**src/msv_pkg.sv**
```systemverilog
`timescale 1ns / 1ps
// Shared widths and the transaction type passed from the front end to the accumulator.
package msv_pkg;

    // Coordinate width of one vertex component.
    localparam int COORD_W = 16;
    // Width of one cross-product term (16 x 16 signed).
    localparam int MUL_W = 2 * COORD_W;
    // Width of one cross-product component (difference of two terms).
    localparam int CROSS_W = MUL_W + 1;
    // Width of one partial dot-product term.
    localparam int TERM_W = COORD_W + CROSS_W;
    // Width of the full triple product; its magnitude stays below 2^51.
    localparam int PROD_W = 52;
    // Width of the running sum.
    localparam int SUM_W = 64;

    localparam logic signed [SUM_W-1:0] SUM_MAX = {1'b0, {(SUM_W-1){1'b1}}};
    localparam logic signed [SUM_W-1:0] SUM_MIN = {1'b1, {(SUM_W-1){1'b0}}};

    // One classified triangle waiting for the accumulator.
    typedef struct packed {
        logic signed [PROD_W-1:0] triple;
        logic                     first;
        logic                     last;
    } msv_item_t;

endpackage

```
**src/msv_queue.sv**
```systemverilog
`timescale 1ns / 1ps
// Small first-in first-out queue between the front end and the accumulator.
module msv_queue #(
    parameter int DEPTH = 4
) (
    input  logic               clk,
    input  logic               rst_n,
    input  logic               push_valid,
    input  msv_pkg::msv_item_t push_item,
    output logic               push_ready,
    output logic               pop_valid,
    output msv_pkg::msv_item_t pop_item,
    input  logic               pop_ready
);
    import msv_pkg::*;

    // DEPTH must be a power of two so that the pointers wrap naturally.
    localparam int PTR_W = $clog2(DEPTH);
    localparam int CNT_W = $clog2(DEPTH + 1);

    msv_item_t              slot_reg [DEPTH];
    logic [PTR_W-1:0]       wr_ptr_reg, wr_ptr_next;
    logic [PTR_W-1:0]       rd_ptr_reg, rd_ptr_next;
    logic [CNT_W-1:0]       count_reg, count_next;
    logic                   do_push, do_pop;

    assign push_ready = (count_reg != CNT_W'(DEPTH));
    assign pop_valid  = (count_reg != '0);
    assign do_push    = push_valid && push_ready;
    assign do_pop     = pop_valid && pop_ready;
    assign pop_item   = slot_reg[rd_ptr_reg];

    always_comb
    begin
        wr_ptr_next = do_push ? wr_ptr_reg + 1'b1 : wr_ptr_reg;
        rd_ptr_next = do_pop ? rd_ptr_reg + 1'b1 : rd_ptr_reg;
        count_next  = count_reg;
        if (do_push && !do_pop)
        begin
            count_next = count_reg + 1'b1;
        end
        else if (do_pop && !do_push)
        begin
            count_next = count_reg - 1'b1;
        end
    end

    always_ff @(posedge clk or negedge rst_n)
    begin
        if (!rst_n)
        begin
            wr_ptr_reg <= '0;
            rd_ptr_reg <= '0;
            count_reg  <= '0;
        end
        else
        begin
            wr_ptr_reg <= wr_ptr_next;
            rd_ptr_reg <= rd_ptr_next;
            count_reg  <= count_next;
        end
    end

    always_ff @(posedge clk)
    begin
        if (do_push)
        begin
            slot_reg[wr_ptr_reg] <= push_item;
        end
    end

endmodule

```
**config.mk**
```make
export PLATFORM = sky130hd
export DESIGN_NAME = msv_queue
export DESIGN_NICKNAME = d
export VERILOG_FILES = /design/src/msv_pkg.sv /design/src/msv_queue.sv
export SDC_FILE = /design/constraint.sdc
export NUM_CORES = 1
export LEC_CHECK = 0
export ABC_AREA = 1
export BUFFER_PORTS_ARGS = -buffer_cell sky130_fd_sc_hd__buf_2
export CELL_PAD_IN_SITES_DETAIL_PLACEMENT = 2
export CELL_PAD_IN_SITES_GLOBAL_PLACEMENT = 2
export CORE_MARGIN = 2
export CORE_UTILIZATION = 30
export DETAILED_ROUTE_END_ITERATION = 12
export HOLD_SLACK_MARGIN = 0.1
export PLACE_DENSITY = 0.69
export SLEW_MARGIN = 5
export SYNTH_ARGS = -nofsm -noshare
export SYNTH_HDL_FRONTEND = slang
export SYNTH_SLANG_ARGS = --single-unit
```
**constraint.sdc**
```tcl
create_clock -name clk -period 6.8 [get_ports clk]
set_input_delay 1.7 -clock clk [delete_from_list [all_inputs] [get_ports clk]]
set_output_delay 1.7 -clock clk [all_outputs]
set_load 0.02 [all_outputs]
```
== After elaboration in Yosys (flattened, before gate mapping) ==
Memory sizes are Yosys's and may differ from the RTL's.
Cells that the tools add are included.

* Register bits: 7
* Latch bits: 0
* Bits in writable memories: 216
* Memory bits (read-only): 0
* Input port bits: 58
* Output and inout port bits: 56
* Word-level logic and storage cells: 21
* Memories: 1

{| class="wikitable"
|+ Memory list
! memory !! depth !! width !! read ports !! clocked after memory_dff !! write ports !! line !! RTL
|-
| slot_reg || 4 || 54 || 1 || 0 || 1 || msv_queue.sv:21 || <nowiki>msv_item_t slot_reg [DEPTH];</nowiki>
|}

* Add/subtract/negate cells: 4
* $mul: 0
* Divide/modulo/power cells: 0
* $lt $le $gt $ge: 0
* Equal/unequal tests: 1
* Shift operators: 0
* Multiplexer cells: 4
* Bitwise logic cells: 0
* Reduce and logical (&&, ||, !) cells: 8

{| class="wikitable"
|+ Operator list
! operator !! number
|-
| two-way mux 3 bit || 2
|-
| adder 2 x 1 -> 2 bit, second input constant || 2
|-
| logical AND 1 bit || 4
|-
| adder 3 x 1 -> 3 bit, second input constant || 1
|-
| inequality test 3 bit, second input constant || 1
|-
| nonzero test 3 bit || 1
|-
| subtractor 3 x 1 -> 3 bit, second input constant || 1
|-
| logical NOT 1 bit || 2
|-
| two-way mux 1 bit || 2
|-
| nonzero test 2 bit || 1
|}

== Depth between registers and ports, before layout ==
Gate-level depths: netlist of run 1.

* Depth after elaboration: 6
* Gate-level depth with buffers: 12

== Worst setup path before layout of run 1 ==
Ideal clock, no wire load.

* Path type: input-to-reg
* Start: in push_valid
* End: mem slot_reg[0][0] (netlist bit), enable pin
* Setup time: 0.466 ns
* Data arrival time: 4.121 ns
* Setup slack: 2.213 ns
* Stages: 2
* Buffers on the path: 0
* Cell sequence: nand2_1 > nor2_1

* Cells in the longest elaborated chain, start to end: 3

{| class="wikitable"
|+ Ends and longest elaborated chain
! what !! line !! RTL
|-
| start, declared || msv_queue.sv:8 || <nowiki>input logic push_valid,</nowiki>
|-
| logical AND 1 bit || msv_queue.sv:29 || <nowiki>assign do_push = push_valid && push_ready;</nowiki>
|-
| two-way mux 1 bit || msv_queue.sv:66 || <nowiki>if (do_push)</nowiki>
|-
| two-way mux 1 bit (not written as such) || msv_queue.sv:68 || <nowiki>slot_reg[wr_ptr_reg] <= push_item;</nowiki>
|-
| end, declared || msv_queue.sv:21 ||
|}

No other way between the ends.

==> results of run 1 <==
[critical path: stages (launching register included)]
cell and delay, ps:
dfrtp_1 430, inv_6 580, buf_4 640, nand2_1 170, o211ai_1 130, nand2_1 110, buf_2 170
[routing by layer]
| layer | part of all wire [%] | wire [um] | track usage, % |
|---|---|---|---|
| met3 | 4.2 | 888 | 2.448 |
| met4 | 1.5 | 317 | 3.306 |
| met2 | 51 | 10810 | 24.82 |
| met5 | 0 | 0 | 0 |
| met1 | 43 | 9135 | 16.86 |
[logic make-up after synthesis]
group / after synthesis
fa+ha+maj: 6
simple gates: 191
xor+xnor: 1
flops: 223
buf+inv: 158
compound gates: 109
[cells in the mapped netlist]
library cell,instances
xnor2_1,1
o21ai_0,1
ha_1,5
nand4_1,1
dfrtp_1,7
buf_1,1
buf_4,7
fa_1,1
clkbuf_1,11
nand3_1,7
nand2_1,179
buf_6,8
edfxtp_1,216
nor2_1,4
buf_2,7
o211ai_1,108
inv_1,121
inv_2,3
[worst paths after layout]
kind / depth (start not counted) / startpoint / end
worst min-delay path: 2 / count_reg[2]$_DFFE_PN0P_ / count_reg[2]$_DFFE_PN0P_
max in group asynchronous: 1 / rst_n / rd_ptr_reg[1]$_DFFE_PN0P_
worst max register to register: 5 / count_reg[0]$_DFFE_PN0P_ / slot_reg[3][26]$_DFFE_PP_
min in group asynchronous: 1 / rst_n / wr_ptr_reg[1]$_DFFE_PN0P_
worst min register to register: 2 / count_reg[2]$_DFFE_PN0P_ / count_reg[2]$_DFFE_PN0P_
worst max-delay path: 6 / rd_ptr_reg[0]$_DFFE_PN0P_ / pop_item[7]
[per-stage QoR]
| step | hold slack [ps] | cells | worst slack [ps] | instance area (um2) | utilization, % |
|---|---|---|---|---|---|
| 2_1_floorplan | 462.8 | 688 | 2213 | 8985 | - |
| 3_3_place_gp | 489.0 | 1165 | 2806 | 9912 | 33.53 |
| 3_5_place_dp | 501.2 | 1165 | 2765 | 9912 | 33.53 |
| 4_1_cts | 516.8 | 1211 | 2196 | 10690 | 36.16 |
| 5_1_grt | 563.5 | 1211 | 2005 | 10690 | 36.16 |
| 6_report | 515.4 | 1211 | 2286 | 10690 | 36.16 |
[report_power, final]
group / internal, mW / switching (mW) / total [mW]
sequential: 1.81 / 0.0722 / 1.88
clock: 0.765 / 0.519 / 1.28
combinational: 0.481 / 1.27 / 1.75
[final cells by class]
type | count | area (um2) | area share [%]
timing repair buffer | 121 | 625.6 | 5.853
multi-input combinational | 307 | 1665 | 15.58
clock buffer | 40 | 724.4 | 6.777
tap | 390 | 488.0 | 4.565
inverter | 124 | 470.5 | 4.401
clock inverter | 6 | 52.55 | 0.4916
sequential | 223 | 6663 | 62.33
==> impl_results.md, run 1 <==
- Crit. End Element: primary output
- 1st-pass router iterations: 4
- Setup TNS: 0 ps
- DRC: 0
- # setup viols final: 0
- Setup repair bufs after CTS: 0
- Largest cells by area after synthesis: edfxtp_1, o211ai_1, nand2_1
- Cells after Synth: ~700
- Latest clock arrival within the worst-skew pair: 520 ps
- Die Wd: ~180 um
- CTS tree: done
- Overflow after GRT: 0
- Adder-Cell Fraction of Synth Area: 0.9191%
- GRT Overall Usage: 13.71%
- Post-synth top area share: 72.19%
- Chip height: 177.1 um
- Fin nets: 867
- #FFs+latches synth: 223
- Pwr Total: 4.918 mW
- Sink Count: about 220
- Global-route wire length before repair: 33.39 mm
- Fin crit period: 4514 ps
- Core area: 29560 um2
- Iteration-0 DRC Markers: 263
- Synth Warn #: 0
- Maximum VDD drop: 0.0002471 V
- Post-Route WL: 21.15 mm
- CP Class: reg -> out
- # IOs: 114
- DR vias: 5543
- Unrepaired setup endpoints after global routing: no
- Slew Viols, Final: 0
- Starting density of the core: 30.40%
- Vias in the first global route: 6084
- CTS root buf: clkbuf_16
- Clock buffer depth: 3
- Filler instances: just over 3000
- Compound-Gate Fraction of Synth Area: 9.080%
- Initial antenna violation count: 0
- Largest net degree at the start of global routing: 113
- CTS Buf Count: 26
- Net count after synthesis: 752
- Simple-gate share of the synthesized area: 8.105%
- Worst Path Required: 5100 ps
- Crit path launch type: flop
- # rows: 63
- Max FFs per register: 216
- Largest family of logic cells by synthesized area: compound AO/OA/AOI/OAI gates
- H-tree Lvls: 1
- Layout cells sized above 1: 19.49%
- Worst Tran Pin Value: between 900 and 1000 ps
- Die ar.: 31350 um2
- Post-synth design cell area: 8985 um2
- Most common cell after layout, fill and taps aside: edfxtp_1
- HPWL Detailed: 12.89 mm
- Worst EP arrival: 2810 ps
- PostCTS Resize Cnt: 0
- Outcome: complete, no violations
- Hold buffers post-CTS: 0
- Post-synthesis cell type count: 18
- P per Cell Area: 460.1 nW/um2
- Clk pin slew, worst setup/hold paths: 60 ps
- Period utilization: 66.39%
- Synth Area in XOR/XNOR: 0.09748%
- Flop2flop setup slack: between 4000 and 5000 ps
- Commonest cells after routing, fill and taps aside: edfxtp_1, nand2_1, inv_1, buf_2, o211ai_1
- Clk_skew: between 10 and 15 ps
- Number of diodes: 0
- Port Buf Inserts: ~110
- Vias per cell: 4.577
- Max-Cap Viols: 0
- Leakage power: 4.274 nW
- Avg Cell Area, Syn: 13.06 um2
- Fin. Hold Viols: 0
- Yosys top cell by area: edfxtp_1
- RD Place Congestion: 0.6956
- Post-synthesis mux area share: 0%
- HP Class: reg -> reg
- DR WL/cell: 17.46 um
- Synth-to-Final Area Change: 18.97%
- Final ANT Viol Nets: 0
- Fmax: 0.2215 GHz
- Critical path peak fanout: 112
- Sequential fraction of the synthesis area: 74.14%
- Relative slew slack: 39.02%
Note: power is estimated with default switching activity, not from simulation.
==> inputs of run 2 (changes only) <==
clock period = 4.6 ns   (was 6.8 ns; I/O delays follow)
==> run 2 against run 1 <==
Sequential cell count unchanged. Sequential power rose by 48%. Critical endpoint is now pop_item[46]. Worst hold slack worse by 50 ps. Critical path depth did not move.
==> impl_results.md, run 2 (same netlist as run 1, synthesis figures left out) <==
- Vias in the first global route: 6107 (+0.38%)
- Cells along the critical path: inv_6 > buf_12 > nand2_1 > o211ai_1 > nand2_1 > buf_2
- Crit path launch type: flop
- Overflow after GRT: 0 (unchanged)
- Filler instances: 3071 (-0.71%)
- Fin. Hold Viols: 0 (unchanged)
- Slowest CP cell: inv_6
- Initial antenna violation count: 0 (unchanged)
- Most common cell after layout, fill and taps aside: edfxtp_1
- Reg-to-reg startpoint: count_reg[0]$_DFFE_PN0P_
- CTS tree: done
- Setup repair bufs after CTS: 0 (unchanged)
- P per Cell Area: 681.2 nW/um2 (+48%)
- Clk pin slew, worst setup/hold paths: 60 ps (about the same)
- Max-Cap Viols: 0 (unchanged)
- Largest net degree at the start of global routing: 85 (-25%)
- Final instance area: 10790 um2 (+0.96%)
- GRT Overall Usage: 14.33% (+0.63 points)
- Latest clock arrival within the worst-skew pair: 520 ps (about the same)
- Fin crit period: roughly 3600 ps
- CTS Buf Count: 26 (unchanged)
- H-tree Lvls: 1 (unchanged)
- Die Wd: 177.1 um (unchanged)
- Worst Tran Pin Value: 987.7 ps (+75.11 ps)
- DR WL/cell: 18.01 um (+3.1%)
- Leakage power: 4.315 nW (+0.95%)
- Global-route wire length before repair: 34.60 mm (+3.6%)
- Commonest cells after routing, fill and taps aside: edfxtp_1, nand2_1, inv_1, buf_2, o211ai_1
- Post-Route WL: 21.85 mm (+3.3%)
- DR vias: 5555 (+0.22%)
- Crit-path most repeated cell: nand2_1
- Worst setup path startpoint: rd_ptr_reg[0]$_DFFE_PN0P_
- Sink Count: 223 (unchanged)
- 1st-pass router iterations: 4 (unchanged)
- Slew Viols, Final: 0 (unchanged)
- Area after DPL: 9997 um2 (+0.86%)
- Fmax: 0.2811 GHz
- Crit. End Element: primary output
- # rows: 63 (unchanged)
- Unrepaired setup endpoints after global routing: no
- RD Place Congestion: 0.6808 (-2.1%)
- CP Class: reg -> out
- Final ANT Viol Nets: 0 (unchanged)
- Clock buffer depth: 3 (unchanged)
- CTS root buf: clkbuf_16
- Outcome: complete, no violations
- Core area: 29560 um2 (unchanged)
- Worst Path Required: 3450 ps (-1650 ps)
- # setup viols final: 0 (unchanged)
- HPWL Detailed: 13.59 mm (+5.5%)
- Critical path peak fanout: 84 (-25%)
- Chip height: 177.1 um (unchanged)
- Pwr Total: 7.352 mW (+49%)
- Port Buf Inserts: 113 (unchanged)
- Worst EP arrival: 2410 ps (-400 ps)
- Fin nets: 870 (+0.35%)
- Layout cells sized above 1: 19.95% (+0.46 points)
- Clk_skew: 17.81 ps (+5.950 ps)
- HP Class: in -> async
- Vias per cell: 4.580 (about the same)
- Max FFs per register: 216 (unchanged)
- PostCTS Resize Cnt: 0 (unchanged)
- # IOs: 114 (unchanged)
- Maximum VDD drop: 0.0003003 V (+22%)
- Synth-to-Final Area Change: 20.11%
- Period utilization: 77.34%
- Crit path largest cell delay: 460 ps (-180 ps)
- Setup TNS: 0 ps (unchanged)
- Die ar.: 31350 um2 (unchanged)
- DRC: 0 (unchanged)
- Hold buffers post-CTS: 0 (unchanged)
- Relative slew slack: 34.06% (-5.0 points)
- Iteration-0 DRC Markers: 261 (-0.76%)
- Starting density of the core: 30.40% (unchanged)
run 2: cell count changes in the layout (fill, tap and decap cells not counted), sizes merged:
cell    before  now
diode        0    1
clkbuf      40   37
clkinv       5    6
buf        121  124
run 2: power breakdown:
group	total [mW]	internal [mW]	switching, mW
Clock	1.92	1.15	0.770
Sequential	2.79	2.67	0.115
Combinational	2.64	0.757	1.88
Total	7.35	4.58	2.77
run 2: layout make-up:
cell class / count / area (um2) / share of cell area (%)
timing repair buffer: 124 / 710.7 / 6.586
sequential: 223 / 6663 / 61.74
clock buffer: 37 / 733.2 / 6.794
clock inverter: 7 / 58.81 / 0.5449
antenna: 1 / 2.502 / 0.02319
inverter: 124 / 470.5 / 4.359
multi-input combinational: 307 / 1665 / 15.43
tap: 390 / 488.0 / 4.522
run 2: routing by layer:
metal / routed length [um] / track usage (%) / share of wire (%) / vias to the layer above
met3: 774 / 2.191 / 3.5 / 34
met1: 9253 / 17.43 / 42 / 2786
met4: 485 / 3.444 / 2.2 / 0
li1: - / - / - / 2633
met5: 0 / 0 / 0 / -
met2: 11340 / 26.46 / 52 / 102
run 2: worst paths after layout:
| kind | endpoint | cells past startpoint | slack, ps |
|---|---|---|---|
| hold / removal | wr_ptr_reg[1]$_DFFE_PN0P_ | 1 | 470 |
| setup reg to reg | slot_reg[0][19]$_DFFE_PP_ | 5 | 2250 |
| hold reg to reg | count_reg[2]$_DFFE_PN0P_ | 2 | 510 |
| setup / recovery | pop_item[46] | 6 | 1040 |
| min in group clk | count_reg[2]$_DFFE_PN0P_ | 2 | 510 |
| max in group asynchronous | rd_ptr_reg[1]$_DFFE_PN0P_ | 1 | 3940 |
run 2: worst max-delay path: cells and delay by family, from the launching register on:
family / cells / cell delay (ps)
flip-flops: 1 / 430
buffers and inverters: 3 / 1030
AO/OA/AOI/OAI: 1 / 120
AND/OR/NAND/NOR: 2 / 250
run 2: stage by stage:
step / worst slack [ps] / utilization [%] / hold slack [ps] / std cells
finish: 1042 / 36.51 / 465.0 / 1213
global route: 812.9 / 36.50 / 452.4 / 1212
CTS: 977.8 / 36.50 / 444.3 / 1212
detailed placement: 1549 / 33.82 / 507.7 / 1168
global placement: 1590 / 33.82 / 494.9 / 1168
floorplan: 562.8 / - / 462.8 / 688
