`src/msv_pkg.sv`:
```
`timescale 1ns / 1ps
// Shared widths and the transaction type passed from the front end to the accumulator.
package msv_pkg;

    // Coordinate width of one vertex component.
    localparam int COORD_W = 16;
    // Width of one cross-product term (16 x 16 signed).
    localparam int MUL_W = 2 * COORD_W;
    // Width of one cross-product component (difference of two terms).
    localparam int CROSS_W = MUL_W + 1;
    // Width of one partial dot-product term.
    localparam int TERM_W = COORD_W + CROSS_W;
    // Width of the full triple product; its magnitude stays below 2^51.
    localparam int PROD_W = 52;
    // Width of the running sum.
    localparam int SUM_W = 64;

    localparam logic signed [SUM_W-1:0] SUM_MAX = {1'b0, {(SUM_W-1){1'b1}}};
    localparam logic signed [SUM_W-1:0] SUM_MIN = {1'b1, {(SUM_W-1){1'b0}}};

    // One classified triangle waiting for the accumulator.
    typedef struct packed {
        logic signed [PROD_W-1:0] triple;
        logic                     first;
        logic                     last;
    } msv_item_t;

endpackage

```
`src/msv_sum_if.sv`:
```
`timescale 1ns / 1ps
// Result channel: running six-times-volume sum with clip and done flags.
interface msv_sum_if;
    import msv_pkg::*;

    logic                    valid;
    logic                    ready;
    logic signed [SUM_W-1:0] six_volume_sum;
    logic                    saturated;
    logic                    mesh_done;

    modport source (
        output valid, six_volume_sum, saturated, mesh_done,
        input  ready
    );

    modport sink (
        input  valid, six_volume_sum, saturated, mesh_done,
        output ready
    );
endinterface

```
`src/msv_back.sv`:
```
`timescale 1ns / 1ps
// Back end: saturating 64-bit accumulator whose registers also form the result register.
module msv_back (
    input  logic               clk,
    input  logic               rst_n,
    input  logic               pop_valid,
    input  msv_pkg::msv_item_t pop_item,
    output logic               pop_ready,
    msv_sum_if.source          result
);
    import msv_pkg::*;

    logic signed [SUM_W-1:0] acc_reg, acc_next;
    logic                    clip_reg, clip_next;
    logic                    done_reg;
    logic                    out_valid_reg;
    logic signed [SUM_W-1:0] base;
    logic signed [SUM_W:0]   sum_wide;
    logic                    ovf_pos, ovf_neg;
    logic                    take;

    // A new triangle is taken once the previous result has left.
    assign pop_ready = !out_valid_reg || result.ready;
    assign take      = pop_valid && pop_ready;

    always_comb
    begin
        base     = pop_item.first ? '0 : acc_reg;
        sum_wide = {base[SUM_W-1], base} + (SUM_W + 1)'(pop_item.triple);
        ovf_pos  = !sum_wide[SUM_W] && sum_wide[SUM_W-1];
        ovf_neg  = sum_wide[SUM_W] && !sum_wide[SUM_W-1];
        if (ovf_pos)
        begin
            acc_next = SUM_MAX;
        end
        else if (ovf_neg)
        begin
            acc_next = SUM_MIN;
        end
        else
        begin
            acc_next = sum_wide[SUM_W-1:0];
        end
        clip_next = (clip_reg && !pop_item.first) || ovf_pos || ovf_neg;
    end

    always_ff @(posedge clk or negedge rst_n)
    begin
        if (!rst_n)
        begin
            acc_reg       <= '0;
            clip_reg      <= 1'b0;
            out_valid_reg <= 1'b0;
        end
        else
        begin
            if (take)
            begin
                acc_reg  <= acc_next;
                clip_reg <= clip_next;
            end
            if (pop_ready)
            begin
                out_valid_reg <= pop_valid;
            end
        end
    end

    always_ff @(posedge clk)
    begin
        if (take)
        begin
            done_reg <= pop_item.last;
        end
    end

    assign result.valid          = out_valid_reg;
    assign result.six_volume_sum = acc_reg;
    assign result.saturated      = clip_reg;
    assign result.mesh_done      = done_reg;

endmodule
```
`src/flat_wrapper.sv`:
```
// flat-port wrapper written by rule: the top's interface ports become plain ports
module msv_back_flat import msv_pkg::*;
  (clk, rst_n, pop_valid, pop_item, pop_ready, result_valid, result_six_volume_sum, result_saturated, result_mesh_done, result_ready);
  msv_sum_if result_i ();
  input  logic clk;
  input  logic rst_n;
  input  logic pop_valid;
  input  msv_pkg::msv_item_t pop_item;
  output logic pop_ready;
  output wire logic [$bits(result_i.valid)-1:0] result_valid;
  output wire logic [$bits(result_i.six_volume_sum)-1:0] result_six_volume_sum;
  output wire logic [$bits(result_i.saturated)-1:0] result_saturated;
  output wire logic [$bits(result_i.mesh_done)-1:0] result_mesh_done;
  input wire logic [$bits(result_i.ready)-1:0] result_ready;
  assign result_valid = result_i.valid;
  assign result_six_volume_sum = result_i.six_volume_sum;
  assign result_saturated = result_i.saturated;
  assign result_mesh_done = result_i.mesh_done;
  assign result_i.ready = result_ready;
  msv_back u_core (.clk(clk), .rst_n(rst_n), .pop_valid(pop_valid), .pop_item(pop_item), .pop_ready(pop_ready), .result(result_i));
endmodule
```
`config.mk`:
```
export PLATFORM = sky130hd
export DESIGN_NAME = msv_back_flat
export DESIGN_NICKNAME = d
export VERILOG_FILES = /design/src/msv_pkg.sv /design/src/msv_sum_if.sv /design/src/msv_back.sv /design/src/flat_wrapper.sv
export SDC_FILE = /design/constraint.sdc
export NUM_CORES = 1
export LEC_CHECK = 0
export BUFFER_PORTS_ARGS = -buffer_cell sky130_fd_sc_hd__buf_4
export CAP_MARGIN = 20
export CORE_MARGIN = 8
export CORE_UTILIZATION = 55
export DETAILED_ROUTE_END_ITERATION = 6
export GPL_ROUTABILITY_DRIVEN = 0
export GPL_TIMING_DRIVEN = 0
export PLACE_DENSITY_LB_ADDON = 0.08
export SLEW_MARGIN = 20
export SYNTH_ARGS = -nofsm -noshare
export SYNTH_HDL_FRONTEND = slang
export SYNTH_SLANG_ARGS = --single-unit
```
`constraint.sdc`:
```
create_clock -name clk -period 7.55 [get_ports clk]
set_input_delay 0.3775 -clock clk [delete_from_list [all_inputs] [get_ports clk]]
set_output_delay 0.3775 -clock clk [all_outputs]
set_load 0.005 [all_outputs]
```
After elaboration in Yosys (flattened, before gate mapping)
Index checks and enable logic that the tools add are counted.

Register bits after elaboration: 67. Input bits: 58. Output and inout port bits: 68. Logic and storage cells: 19.

Add/subtract/negate cells: 1. Muxes and demuxes: 3. Reductions and logical operators: 11.

Operators with widths (number): $mux W64 (3); $add A64 B52 Y65 (1); $logic_and A1 B1 Y1 (4); $logic_not A1 Y1 (4); $logic_or A1 B1 Y1 (3).

Longest topological paths before layout
Gate-level depths: netlist (run 1).

Depth after elaboration: 6. Depth in mapped cells: 18. Gate-level depth less buffers: 15.

Least setup slack after synthesis (run 1)
OpenSTA, ideal clock, no wires.

Kind: input port to flip-flop. Start: input port pop_item[1] (netlist bit). End: register u_core.acc_reg[57], in the netlist u_core.result.six_volume_sum[57]. Setup time: 132 ps. Arrival time: 3557 ps. Required time: 7418 ps. Setup slack: 3860 ps. Cell stages on the path: 18. Buffers on the path: 5. Path through: clkbuf_1 clkbuf_1 nor2b_1 ha_1 clkbuf_1 a21oi_1 nor2_1 or3_1 and4bb_1 nor3_1 o31ai_2 a21o_1 nand2_2 o31a_1 buf_6 buf_6 nand3_2 o211ai_1.

Word-level cells in the longest chain between the ends: 6. Elaborated cells on any way between the ends: 8. Classes of those cells: add/sub: 1; mux: 3; reduce/logical: 4.

Ends and longest elaborated chain: start: declaration (RTL line flat_wrapper.sv:8) `input msv_pkg::msv_item_t pop_item;`; $mux W64 (*) (RTL line msv_back.sv:28) `base = pop_item.first ? '0 : acc_reg;`; $add A64 B52 Y65 (*) (RTL line msv_back.sv:29) `sum_wide = {base[SUM_W-1], base} + (SUM_W + 1)'(pop_item.triple);`; $logic_not A1 Y1 (RTL line msv_back.sv:31) `ovf_neg = sum_wide[SUM_W] && !sum_wide[SUM_W-1];`; $logic_and A1 B1 Y1 (RTL line msv_back.sv:31); $mux W64 (RTL line msv_back.sv:36) `else if (ovf_neg)`; $mux W64 (*) (RTL line msv_back.sv:32) `if (ovf_pos)`; end signal: assignment (RTL line msv_back.sv:59) `acc_reg <= acc_next;`; end: declaration (RTL line msv_back.sv:13) `logic signed [SUM_W-1:0] acc_reg, acc_next;`.

Every way passes the cells marked *; elsewhere a longest branch is shown, timed or not. A chain may end at the register's enable or synchronous reset.

Worst setup path in the final report (run 1)
Start: input port pop_item[1] (netlist bit). End: register u_core.acc_reg[62], in the netlist u_core.result.six_volume_sum[62].

Same word-level chain as after synthesis.

==> results.txt, run 1 <==
post-synthesis compound-gate area fraction: 26.7%
Max FO, Critical Path: 10
Root Driver: clkbuf_16
layout cells sized above 1: 15.9%
first-pass GRT wire length: 33400 um
Bufs on Longest Clock Path: 2
CP cell instances: clkbuf_1, clkbuf_1, nor2b_1, ha_1, a21oi_1, nand2_1, o2111ai_1, a21o_1, a211oi_1, o41ai_1, o21ai_1, a221oi_1, o21ai_0, xnor2_1, a211oi_1
MaxCap Viol Count: 0
Post-synth EDFFs: 1
setup TNS: 0 ns
CTS buffer count: 9
die area: 0.0167 sq mm
num ports: 126
Netlist cell types: 65
FF-to-FF path depth: 15
R2R setup slack: 3.43 ns
nets@finish: 1192
most common cell after layout, fill and taps aside: a21oi_1
Syn Nets: 1057
CP max stage delay: 0.84 ns
Synth async-reset ratio: 98.5%
chip height: 129 um
core footprint: 0.0126 sq mm
CTS tree: built
Mean Syn Cell Area: 7.53 sq um
sequential-to-total area share from yosys stat: 23.9%
# diodes: 0
final hold vios: 0
kind of critical path: in -> reg
pin count of the biggest net entering global routing: 67
Die X-Extent: 129 um
initial antenna violation count: 0
htree depth: 3
total grt overflow: 0
Starting DRT DRC Count: 583
cts repair resizes: 0
critical path depth: 15
Post-Synth Adder-Cell Area: 12.0%
Placement Setup Slack: 2.67 ns
Initial DRT Pass Iterations: 5
drc violations: 0
TritonCTS sink count: 67
GRT Overall Usage: 24.5%
Final ANT Viol Nets: 0
CP Capture Type: register
Syn-to-layout area delta: 20.1%
Worst Path Required: 7.80 ns
number of global-route vias before repair: 7015
Final Slew Violations: 0
#FFs+latches synth: 67
slowest CP cell: o41ai_1
fin cells: 1244
via/cell ratio: 5.83
post-layout minimum cycle time: 4.56 ns
via count: 7253
cell row count: 41
leak pwr: 3.91 nW
post-route design area: 0.00844 sq mm
peak supply drop: 0.220 mV
Area after DPL: 0.00818 sq mm
Finish-stage setup viols: 0
Post-Synth XOR/XNOR Area: 7.23%
clock-pin slew on the worst setup and hold paths: 0.06 ns
DP HPWL: 15700 um
maximum clock frequency: 219 MHz
wire per inst: 16.4 um
Setup crit start kind: input pin
Starting Density: 55.9%
CP arrival: 4.81 ns
post-synthesis simple-gate area fraction: 25.8%
status: completed
hold-fix buffers at CTS: 0
unrepaired setup endpoints after global routing: no
commonest cells after routing, fill and taps aside: a21oi_1, buf_4, nand2_1
Final Skew: 0.00934 ns
buffers and inverters on the worst path: 2
worst relative slew slack: 40.0%
Main synth FF type: dfrtp_1
hold crit path type: in -> async
mux share of post-synthesis cell area: 0%
final setup margin: 2.99 ns
slew at the pin with the worst max-slew slack: 0.901 ns
synthesized cell area: 0.00703 sq mm
PwrDens: 352 mW/mm^2
Largest delay share family, worst path: compound AO/OA/AOI/OAI gates
Clk Latency, worst-skew pair: 0.34 ns
total number of yosys warnings: 0
largest family of logic cells by synthesized area: compound AO/OA/AOI/OAI gates
Synth Instances: 934
fin util: 67.2%
postcts setup bufs: 0
Cells after DPL: 1230
post-route clock period utilization: 60.4%
DRT Wirelength: 20400 um
Port Buffer Count: 124
-- power by group --
| part | total (mW) | internal [mW] | switching [mW] |
|---|---|---|---|
| clock network | 0.400 | 0.236 | 0.164 |
| registers | 0.662 | 0.531 | 0.131 |
| logic | 1.91 | 0.873 | 1.03 |
| total | 2.97 | 1.64 | 1.33 |
-- sequential cells by signal, indices dropped and copies added, names as in the netlist --
name,flops
u_core.result.mesh_done,1
u_core.result.saturated,1
u_core.result.six_volume_sum,64
u_core.result.valid,1
-- stage by stage --
step,power (mW),hold WS (ns)
6_report,2.97,0.113
5_1_grt,3.22,0.215
4_1_cts,2.97,0.191
3_5_place_dp,2.54,0.510
3_3_place_gp,2.52,0.509
2_1_floorplan,1.94,0.0819
-- worst paths after layout --
check / start / end
setup / recovery: pop_item[1] / u_core.result.six_volume_sum[62]
hold / removal: rst_n / u_core.result.six_volume_sum[4]
setup reg to reg: u_core.result.six_volume_sum[0] / u_core.result.six_volume_sum[62]
hold reg to reg: u_core.result.saturated / u_core.result.saturated
max in group asynchronous: rst_n / u_core.result.six_volume_sum[57]
min in group clk: pop_item[0] / u_core.result.mesh_done
-- metal layers --
metal / global-route usage, % / up-vias / share of wire (%)
li1: - / 3590 / -
met3: 4.07 / 29 / 6.6
met4: 7.95 / 0 / 1.6
met1: 31.7 / 3418 / 44
met2: 40.7 / 216 / 47
met5: 0 / - / 0
-- synthesized netlist by cell type (all sizes together) (3+ instances only) --
cell type / number / area [sq um]
o211ai: 10 / 75.1
ha: 64 / 801
xnor2: 33 / 289
nor2: 94 / 360
nor2b: 69 / 432
o21bai: 14 / 105
or3: 4 / 25.0
and3: 10 / 62.6
nor4: 3 / 18.8
xor2: 25 / 219
o21ai: 42 / 210
o31ai: 4 / 35.0
buf: 17 / 104
nand2b: 10 / 62.6
nand4: 16 / 100
a21oi: 126 / 631
a221oi: 3 / 26.3
and2: 4 / 25.0
and4: 3 / 26.3
inv: 17 / 63.8
a21boi: 4 / 33.8
dfrtp: 66 / 1650
a31oi: 11 / 68.8
o21a: 6 / 45.0
or2: 8 / 50.1
a211oi: 20 / 168
nor3: 18 / 101
nand3: 17 / 95.1
nand2: 111 / 419
clkbuf: 38 / 143
a21o: 37 / 278
-- logic make-up after synthesis --
logic type                 count (synthesis)
AOI/OAI and AO/OA                        299
DFF                                       67
xor gates and xnor gates                  58
and+or+nand+nor                          371
adders and majority gates                 67
buffers and inverters                     72
-- area by class of cell --
type | instances | area, sq um
Inverter | 17 | 63.8
Sequential cell | 67 | 1680
Clock buffer | 12 | 256
Tap cell | 172 | 215
Fill cell | 1165 | 4120
Timing Repair Buffer | 124 | 931
Multi-Input combinational cell | 795 | 5040
Clock inverter | 2 | 12.5
Buffer | 55 | 246
(Power assumes the default switching activity.)
==> inputs of run 2 (changes only) <==
--- a/config.mk
+++ b/config.mk
@@ -5,10 +5,11 @@
 export SDC_FILE = /design/constraint.sdc
 export NUM_CORES = 1
 export LEC_CHECK = 0
+export ABC_AREA = 1
 export BUFFER_PORTS_ARGS = -buffer_cell sky130_fd_sc_hd__buf_4
 export CAP_MARGIN = 20
 export CORE_MARGIN = 8
-export CORE_UTILIZATION = 55
+export CORE_UTILIZATION = 54
 export DETAILED_ROUTE_END_ITERATION = 6
 export GPL_ROUTABILITY_DRIVEN = 0
 export GPL_TIMING_DRIVEN = 0
==> constraint.sdc (replaced) <==
create_clock -name clk -period 3.8 [get_ports clk]
set_input_delay 0.19 -clock clk [delete_from_list [all_inputs] [get_ports clk]]
set_output_delay 0.19 -clock clk [all_outputs]
set_load 0.005 [all_outputs]
==> run 2 against run 1 <==
Sequential power grew 98%. Sequential share of layout area shrank 3.5 points. Via count grew 37%. Hold slack lost 0.099 ns. Non-clock buffer count shrank 21. Worst setup slack lost 2.7 ns. Final cell count grew 57%. Largest power group unchanged.
==> results.txt, run 2 <==
Hold WS: 0.0140 ns (-0.0986 ns)
FF-to-FF path depth: 19 (+4)
Power Internal: 3.25 mW (+99%)
NetSw: 3.18 mW (+140%)
critical path depth: 19 (+4)
CP startpoint: pop_item[1]
CP max stage delay: 0.61 ns (-0.23 ns)
Starting Density: 55.1% (-0.84 points)
CP cell instances: clkbuf_1, clkbuf_1, nor2_1, ha_1, nand2_1, nor2_1, inv_2, nor2_1, nand2_1, nor3_2, nand2_1, nand2_1, nand2_1, nand2_2, nand2_4, nand2_2, buf_2, o21ai_0, nand2_1
drc violations: 0 (unchanged)
Commonest cells post-synth: nand2_1, inv_1, nor2_1
clock power share: 13.4% (about the same)
Synth async-reset ratio: 98.5% (unchanged)
unrepaired setup endpoints after global routing: no
pin count of the biggest net entering global routing: 67 (unchanged)
cell row count: 46 (+12%)
Bufs on Longest Clock Path: 2 (unchanged)
synthesized cell area: 0.00875 sq mm (+24%)
sequential-to-total area share from yosys stat: 19.2% (-4.7 points)
kind of critical path: in -> reg
Final ANT Viol Nets: 0 (unchanged)
Clk Latency, worst-skew pair: 0.35 ns (about the same)
Synth area leader: nand2_1
top cell type's share of synthesized area: 29.5% (+6.0 points)
most frequent CP cell: nand2_1
hold crit path type: in -> reg
Syn Nets: 1713 (+62%)
post-route clock period utilization: 91.2%
worst relative slew slack: 43.6% (+3.6 points)
buffers and inverters on the worst path: 4 (+2)
status: completed
main area contributors after synthesis: nand2_1, dfrtp_1, inv_1
cts repair resizes: 0 (unchanged)
DRT Wirelength: 27900 um (+36%)
postcts setup bufs: 0 (unchanged)
Worst Path Required: 4.09 ns (-3.71 ns)
Netlist cell types: 35 (-46%)
#FFs+latches synth: 67 (unchanged)
nets@finish: 1849 (+55%)
number of global-route vias before repair: 9645 (+37%)
Combinational Power Share: 66.2% (+2.0 points)
Final Slew Violations: 0 (unchanged)
final hold vios: 0 (unchanged)
via/cell ratio: 5.09 (-13%)
total grt overflow: 0 (unchanged)
Initial DRT Pass Iterations: 5 (unchanged)
CP Capture Type: register
# diodes: 0 (unchanged)
CP arrival: 3.75 ns (-1.06 ns)
number of flip-flops under the largest register name: 64 (unchanged)
maximum clock frequency: 288 MHz
layout cells sized above 1: 11.1% (-4.7 points)
PwrDens: 627 mW/mm^2 (+78%)
clock-pin slew on the worst setup and hold paths: 0.06 ns (about the same)
htree depth: 3 (unchanged)
register area: 0.00168 sq mm (unchanged)
setup TNS: 0 ns (unchanged)
Die X-Extent: 143 um (+11%)
wire per inst: 14.3 um (-13%)
MaxCap Viol Count: 0 (unchanged)
Final Skew: 0.00710 ns (-0.00224 ns)
Post-synth EDFFs: 1 (unchanged)
sw frac: 49.4% (+4.6 points)
core footprint: 0.0159 sq mm (+26%)
DP HPWL: 23200 um (+47%)
Setup crit end: u_core.result.six_volume_sum[49]
slowest CP cell: clkbuf_1
most common cell after layout, fill and taps aside: nand2_1
die area: 0.0205 sq mm (+23%)
Synth Instances: 1590 (+70%)
CTS tree: built
TritonCTS sink count: 67 (unchanged)
via count: 9910 (+37%)
Port Buffer Count: 124 (unchanged)
initial antenna violation count: 0 (unchanged)
first-pass GRT wire length: 45600 um (+36%)
post-layout minimum cycle time: 3.47 ns
sequential fraction of design power: 20.4% (-1.9 points)
multi-input logic area: 0.00591 sq mm (+17%)
most instantiated library cell after synthesis: nand2_1
GRT Overall Usage: 27.8% (+3.3 points)
peak supply drop: 0.316 mV (+43%)
Syn-to-layout area delta: 17.2%
Largest delay share family, worst path: simple AND/OR/NAND/NOR gates
leak pwr: 6.22 nW (+59%)
R2R Path End: u_core.result.six_volume_sum[54]
Max FO, Critical Path: 10 (unchanged)
CTS buffer count: 9 (unchanged)
Setup crit start kind: input pin
Main synth FF type: dfrtp_1
Starting DRT DRC Count: 802 (+38%)
num ports: 126 (unchanged)
R2R setup slack: 0.75 ns (-2.68 ns)
slew at the pin with the worst max-slew slack: 0.846 ns (-0.0543 ns)
Worst R2R Start: u_core.result.six_volume_sum[0]
Finish-stage setup viols: 0 (unchanged)
Root Driver: clkbuf_16
Fill cells: 1664 (+43%)
commonest cells after routing, fill and taps aside: nand2_1, inv_1, nor2_1
Mean Syn Cell Area: 5.50 sq um (-27%)
total number of yosys warnings: 0 (unchanged)
chip height: 143 um (+11%)
## run 2: cell types whose count changed after synthesis, moves of 12 or more
cell / previous run / this run
inv_1: 17 / 248
nor2b_1: 69 / 0
o21bai_1: 14 / 31
clkbuf_1: 38 / 13
inv_2: 0 / 12
a21o_1: 37 / 2
a21oi_1: 126 / 73
nand3_1: 15 / 60
nand2_1: 110 / 687
o21ai_0: 37 / 23
xnor2_1: 33 / 6
a211oi_1: 18 / 0
nor2_1: 93 / 187
## run 2: logic make-up after synthesis
family | after synthesis | share of synthesized area [%]
adder cells (fa/ha/maj) | 65 | 9.38
AO/OA/AOI/OAI | 136 | 8.89
buffers and inverters | 293 | 13.3
flip-flops | 67 | 19.2
XOR/XNOR | 38 | 3.80
AND/OR/NAND/NOR | 991 | 45.4
## run 2: how the worst min path moves through the flow
| stage | from | to | slack (ns) | cells past startpoint |
|---|---|---|---|---|
| after detailed placement | rst_n | u_core.result.six_volume_sum[38] | 0.35 | 1 |
| final | pop_item[0] | u_core.result.mesh_done | 0.01 | 1 |
| after CTS | pop_item[0] | u_core.result.mesh_done | 0.008 | 1 |
| after floorplan | rst_n | u_core.result.saturated | -0.11 | 0 |
| after global placement | rst_n | u_core.result.six_volume_sum[36] | 0.34 | 1 |
| after global routing | pop_item[0] | u_core.result.mesh_done | 0.006 | 1 |
## run 2: cell type report
type | count | share of cell area, %
clock buffers | 11 | 2.37
clock inverters | 5 | 0.512
flip-flops and latches | 67 | 16.4
multi-input cells | 1230 | 57.6
plain buffers | 33 | 1.82
inverters | 260 | 9.51
repair buffers | 125 | 9.17
well taps | 216 | 2.63
## run 2: per-layer routing
metal  GRT usage [%]  share of wire, %  wire length [um]  up-vias
li1                -                 -                 -     5098
met1            33.6                43             11900     4405
met2            46.6                45             12700      339
met3            6.01               7.9              2190       68
met4            12.1               3.8              1050        0
met5               0                 0                 0        -
## run 2: power groups by stage
stage / registers (mW) / logic [mW] / clock network (mW)
2_1_floorplan: 1.32 / 2.79 / 0
3_3_place_gp: 1.31 / 4.15 / 0
3_5_place_dp: 1.33 / 4.20 / 0
4_1_cts: 1.32 / 4.24 / 0.872
5_1_grt: 1.37 / 4.79 / 0.903
6_report: 1.31 / 4.26 / 0.861
## run 2: through the flow
stage	cells	utilization [%]	area, sq um	power, mW	setup slack [ns]
after floorplan	1590	-	8750	4.11	1.11
after global placement	1930	62.6	9950	5.46	0.107
after detailed placement	1930	62.6	9950	5.53	0.0765
after CTS	1947	64.6	10300	6.43	0.401
after global routing	1947	64.6	10300	7.07	0.00520
final	1947	64.6	10300	6.43	0.333
## run 2: repair_timing
item	CTS	global route
hold buffers	1	0
hold endpoints to repair	45	0
setup endpoints to repair	0	0
==> inputs of run 3 (changes only) <==
--- a/config.mk
+++ b/config.mk
@@ -10,6 +10,7 @@
 export CAP_MARGIN = 20
 export CORE_MARGIN = 8
 export CORE_UTILIZATION = 54
+export CTS_CLUSTER_SIZE = 25
 export DETAILED_ROUTE_END_ITERATION = 6
 export GPL_ROUTABILITY_DRIVEN = 0
 export GPL_TIMING_DRIVEN = 0
==> constraint.sdc (replaced) <==
create_clock -name clk -period 2.8 [get_ports clk]
set_input_delay 0.14 -clock clk [delete_from_list [all_inputs] [get_ports clk]]
set_output_delay 0.14 -clock clk [all_outputs]
set_load 0.005 [all_outputs]
==> run 3 against run 2 <==
Total power increased by 49%. Wire length up 6.9%. Worst setup slack lost 0.33 ns. Die area unchanged. First-iteration DRC count up 7.4%. Sequential power is 37% higher. Via count grew 4.2%. Clock power up 37%. Hold slack better by 0.058 ns. Combinational power is 54% higher. Non-clock buffer count increased by 22. Critical path depth increased by 5. Largest cell class unchanged.
==> results.txt, run 3 (synthesized netlist as in run 2, its figures left out) <==
fin cells: 1970 (+1.2%)
most common cell after layout, fill and taps aside: nand2_1
cell row count: 46 (unchanged)
Finish-stage setup viols: 0 (unchanged)
post-route clock period utilization: 100%
leak pwr: 6.48 nW (+4.2%)
via/cell ratio: 5.24 (+3.0%)
Bufs on Longest Clock Path: 2 (unchanged)
CP cell instances: inv_2, nor2_2, ha_2, inv_2, fa_2, inv_2, nand2_2, nand2_2, nand3_2, nand2_2, nand2_2, nand2_4, nand2_4, nand2_4, nand2_4, nand2_4, nand2_2, nand2_2, nand2_4, buf_8, clkbuf_16, nand2_2, nand2_1, nand2_1
Clk Latency, worst-skew pair: 0.36 ns (about the same)
pin count of the biggest net entering global routing: 67 (unchanged)
unrepaired setup endpoints after global routing: yes
Initial DRT Pass Iterations: 5 (unchanged)
num ports: 126 (unchanged)
core footprint: 0.0159 sq mm (unchanged)
die area: 0.0205 sq mm (unchanged)
Cells after DPL: 1930 (unchanged)
wire per inst: 15.1 um (+5.7%)
Final Slew Violations: 0 (unchanged)
Setup crit start kind: register
Placement Setup Slack: -0.874 ns (-0.950 ns)
first-pass GRT wire length: 46200 um (+1.2%)
peak supply drop: 0.442 mV (+40%)
drc violations: 0 (unchanged)
CP max stage delay: 0.40 ns (-0.21 ns)
Starting Density: 55.1% (unchanged)
worst relative slew slack: 43.6% (about the same)
CTS tree: built
multi-input logic area: 0.00633 sq mm (+7.1%)
layout cells sized above 1: 18.4% (+7.2 points)
most frequent CP cell: nand2_2
kind of critical path: reg -> reg
hold crit path type: in -> reg
total grt overflow: 0 (unchanged)
Root Driver: clkbuf_16
Port Buffer Count: 124 (unchanged)
Final Skew: 0.00769 ns (+0.000593 ns)
DP HPWL: 23200 um (unchanged)
Worst Path Required: 3.09 ns (-1.00 ns)
CP Capture Type: register
GRT Overall Usage: 28.1% (+0.34 points)
CP arrival: 3.09 ns (-0.66 ns)
# diodes: 0 (unchanged)
register area: 0.00168 sq mm (unchanged)
chip height: 143 um (unchanged)
status: completed
CTS buffer count: 9 (unchanged)
nets@finish: 1872 (+1.2%)
maximum clock frequency: 357 MHz
clock-pin slew on the worst setup and hold paths: 0.06 ns (about the same)
Final ANT Viol Nets: 0 (unchanged)
Fill cells: 1574 (-5.4%)
commonest cells after routing, fill and taps aside: nand2_1, inv_1, nor2_1
htree depth: 3 (unchanged)
post-layout minimum cycle time: 2.80 ns
slew at the pin with the worst max-slew slack: 0.847 ns (+0.000207 ns)
MaxCap Viol Count: 0 (unchanged)
number of flip-flops under the largest register name: 64 (unchanged)
final setup margin: 0.000309 ns (-0.332 ns)
TritonCTS sink count: 67 (unchanged)
Max FO, Critical Path: 5 (-5)
Syn-to-layout area delta: 25.3%
slowest CP cell: fa_2
initial antenna violation count: 0 (unchanged)
PwrDens: 872 mW/mm^2 (+39%)
Die X-Extent: 143 um (unchanged)
final hold vios: 0 (unchanged)
number of global-route vias before repair: 9713 (+0.71%)
DRT Wirelength: 29800 um (+6.9%)
Starting DRT DRC Count: 861 (+7.4%)
via count: 10300 (+4.2%)
-- run 3: final cells by class --
cell class,instances,share of cell area [%]
Buffer,33,2.13
Tap cell,216,2.47
Sequential cell,67,15.3
Inverter,260,8.90
Clock buffer,11,2.21
Multi-Input combinational cell,1231,57.7
Timing Repair Buffer,147,10.7
Clock inverter,5,0.479
-- run 3: worst max-delay path, delay by kind of cell (launching register included) --
kind                       cells  cell delay, ns
and+or+nand+nor               17            1.25
buffers and inverters          5            0.51
adders and majority gates      2            0.59
DFF                            1            0.37
-- run 3: timing repair --
item / in CTS / in global routing
pin swaps: 4 / 46
setup buffers: 4 / 13
gates resized for setup: 25 / 123
cloned: 1 / 4
hold buffers: 2 / 0
endpoints found under the hold margin: 67 / 0
setup endpoints to repair: 64 / 64
-- run 3: path summary, 6_finish.rpt --
| path | from | endpoint | slack (ns) | depth (start not counted) |
|---|---|---|---|---|
| min in group asynchronous | rst_n | u_core.result.six_volume_sum[35] | 0.44 | 2 |
| worst min register to register | u_core.result.six_volume_sum[36] | u_core.result.six_volume_sum[36] | 0.49 | 2 |
| worst max register to register | u_core.result.six_volume_sum[0] | u_core.result.six_volume_sum[33] | 0.0003 | 24 |
| worst min-delay path | result_ready | u_core.result.valid | 0.07 | 4 |
| worst max-delay path | u_core.result.six_volume_sum[0] | u_core.result.six_volume_sum[33] | 0.0003 | 24 |
| max in group asynchronous | rst_n | u_core.result.six_volume_sum[7] | 1.82 | 2 |
-- run 3: where the power goes --
group	internal, mW	total (mW)	switching, mW
Combinational	2.69	6.58	3.89
Clock	0.709	1.18	0.473
Sequential	1.43	1.79	0.361
Total	4.83	9.55	4.72
-- run 3: metal layers --
metal  track usage, %  vias to the layer above  routed length (um)
met4             12.2                        0                1270
li1                 -                     5144                   -
met1             34.3                     4687               12300
met3             5.47                       86                2340
met5                0                        -                   0
met2             47.3                      411               13900
-- run 3: per-stage QoR --
step / setup TNS [ns] / hold WS [ns] / total power [mW] / instance area (sq um) / utilization [%]
floorplan: 0 / -0.156 / 5.57 / 8750 / -
global placement: -50.21 / 0.290 / 7.41 / 9950 / 62.6
detailed placement: -51.58 / 0.305 / 7.50 / 9950 / 62.6
CTS: 0 / 0.0672 / 8.84 / 10400 / 65.3
global route: -5.79 / 0.120 / 10.4 / 11000 / 69.0
finish: 0 / 0.0720 / 9.55 / 11000 / 69.0
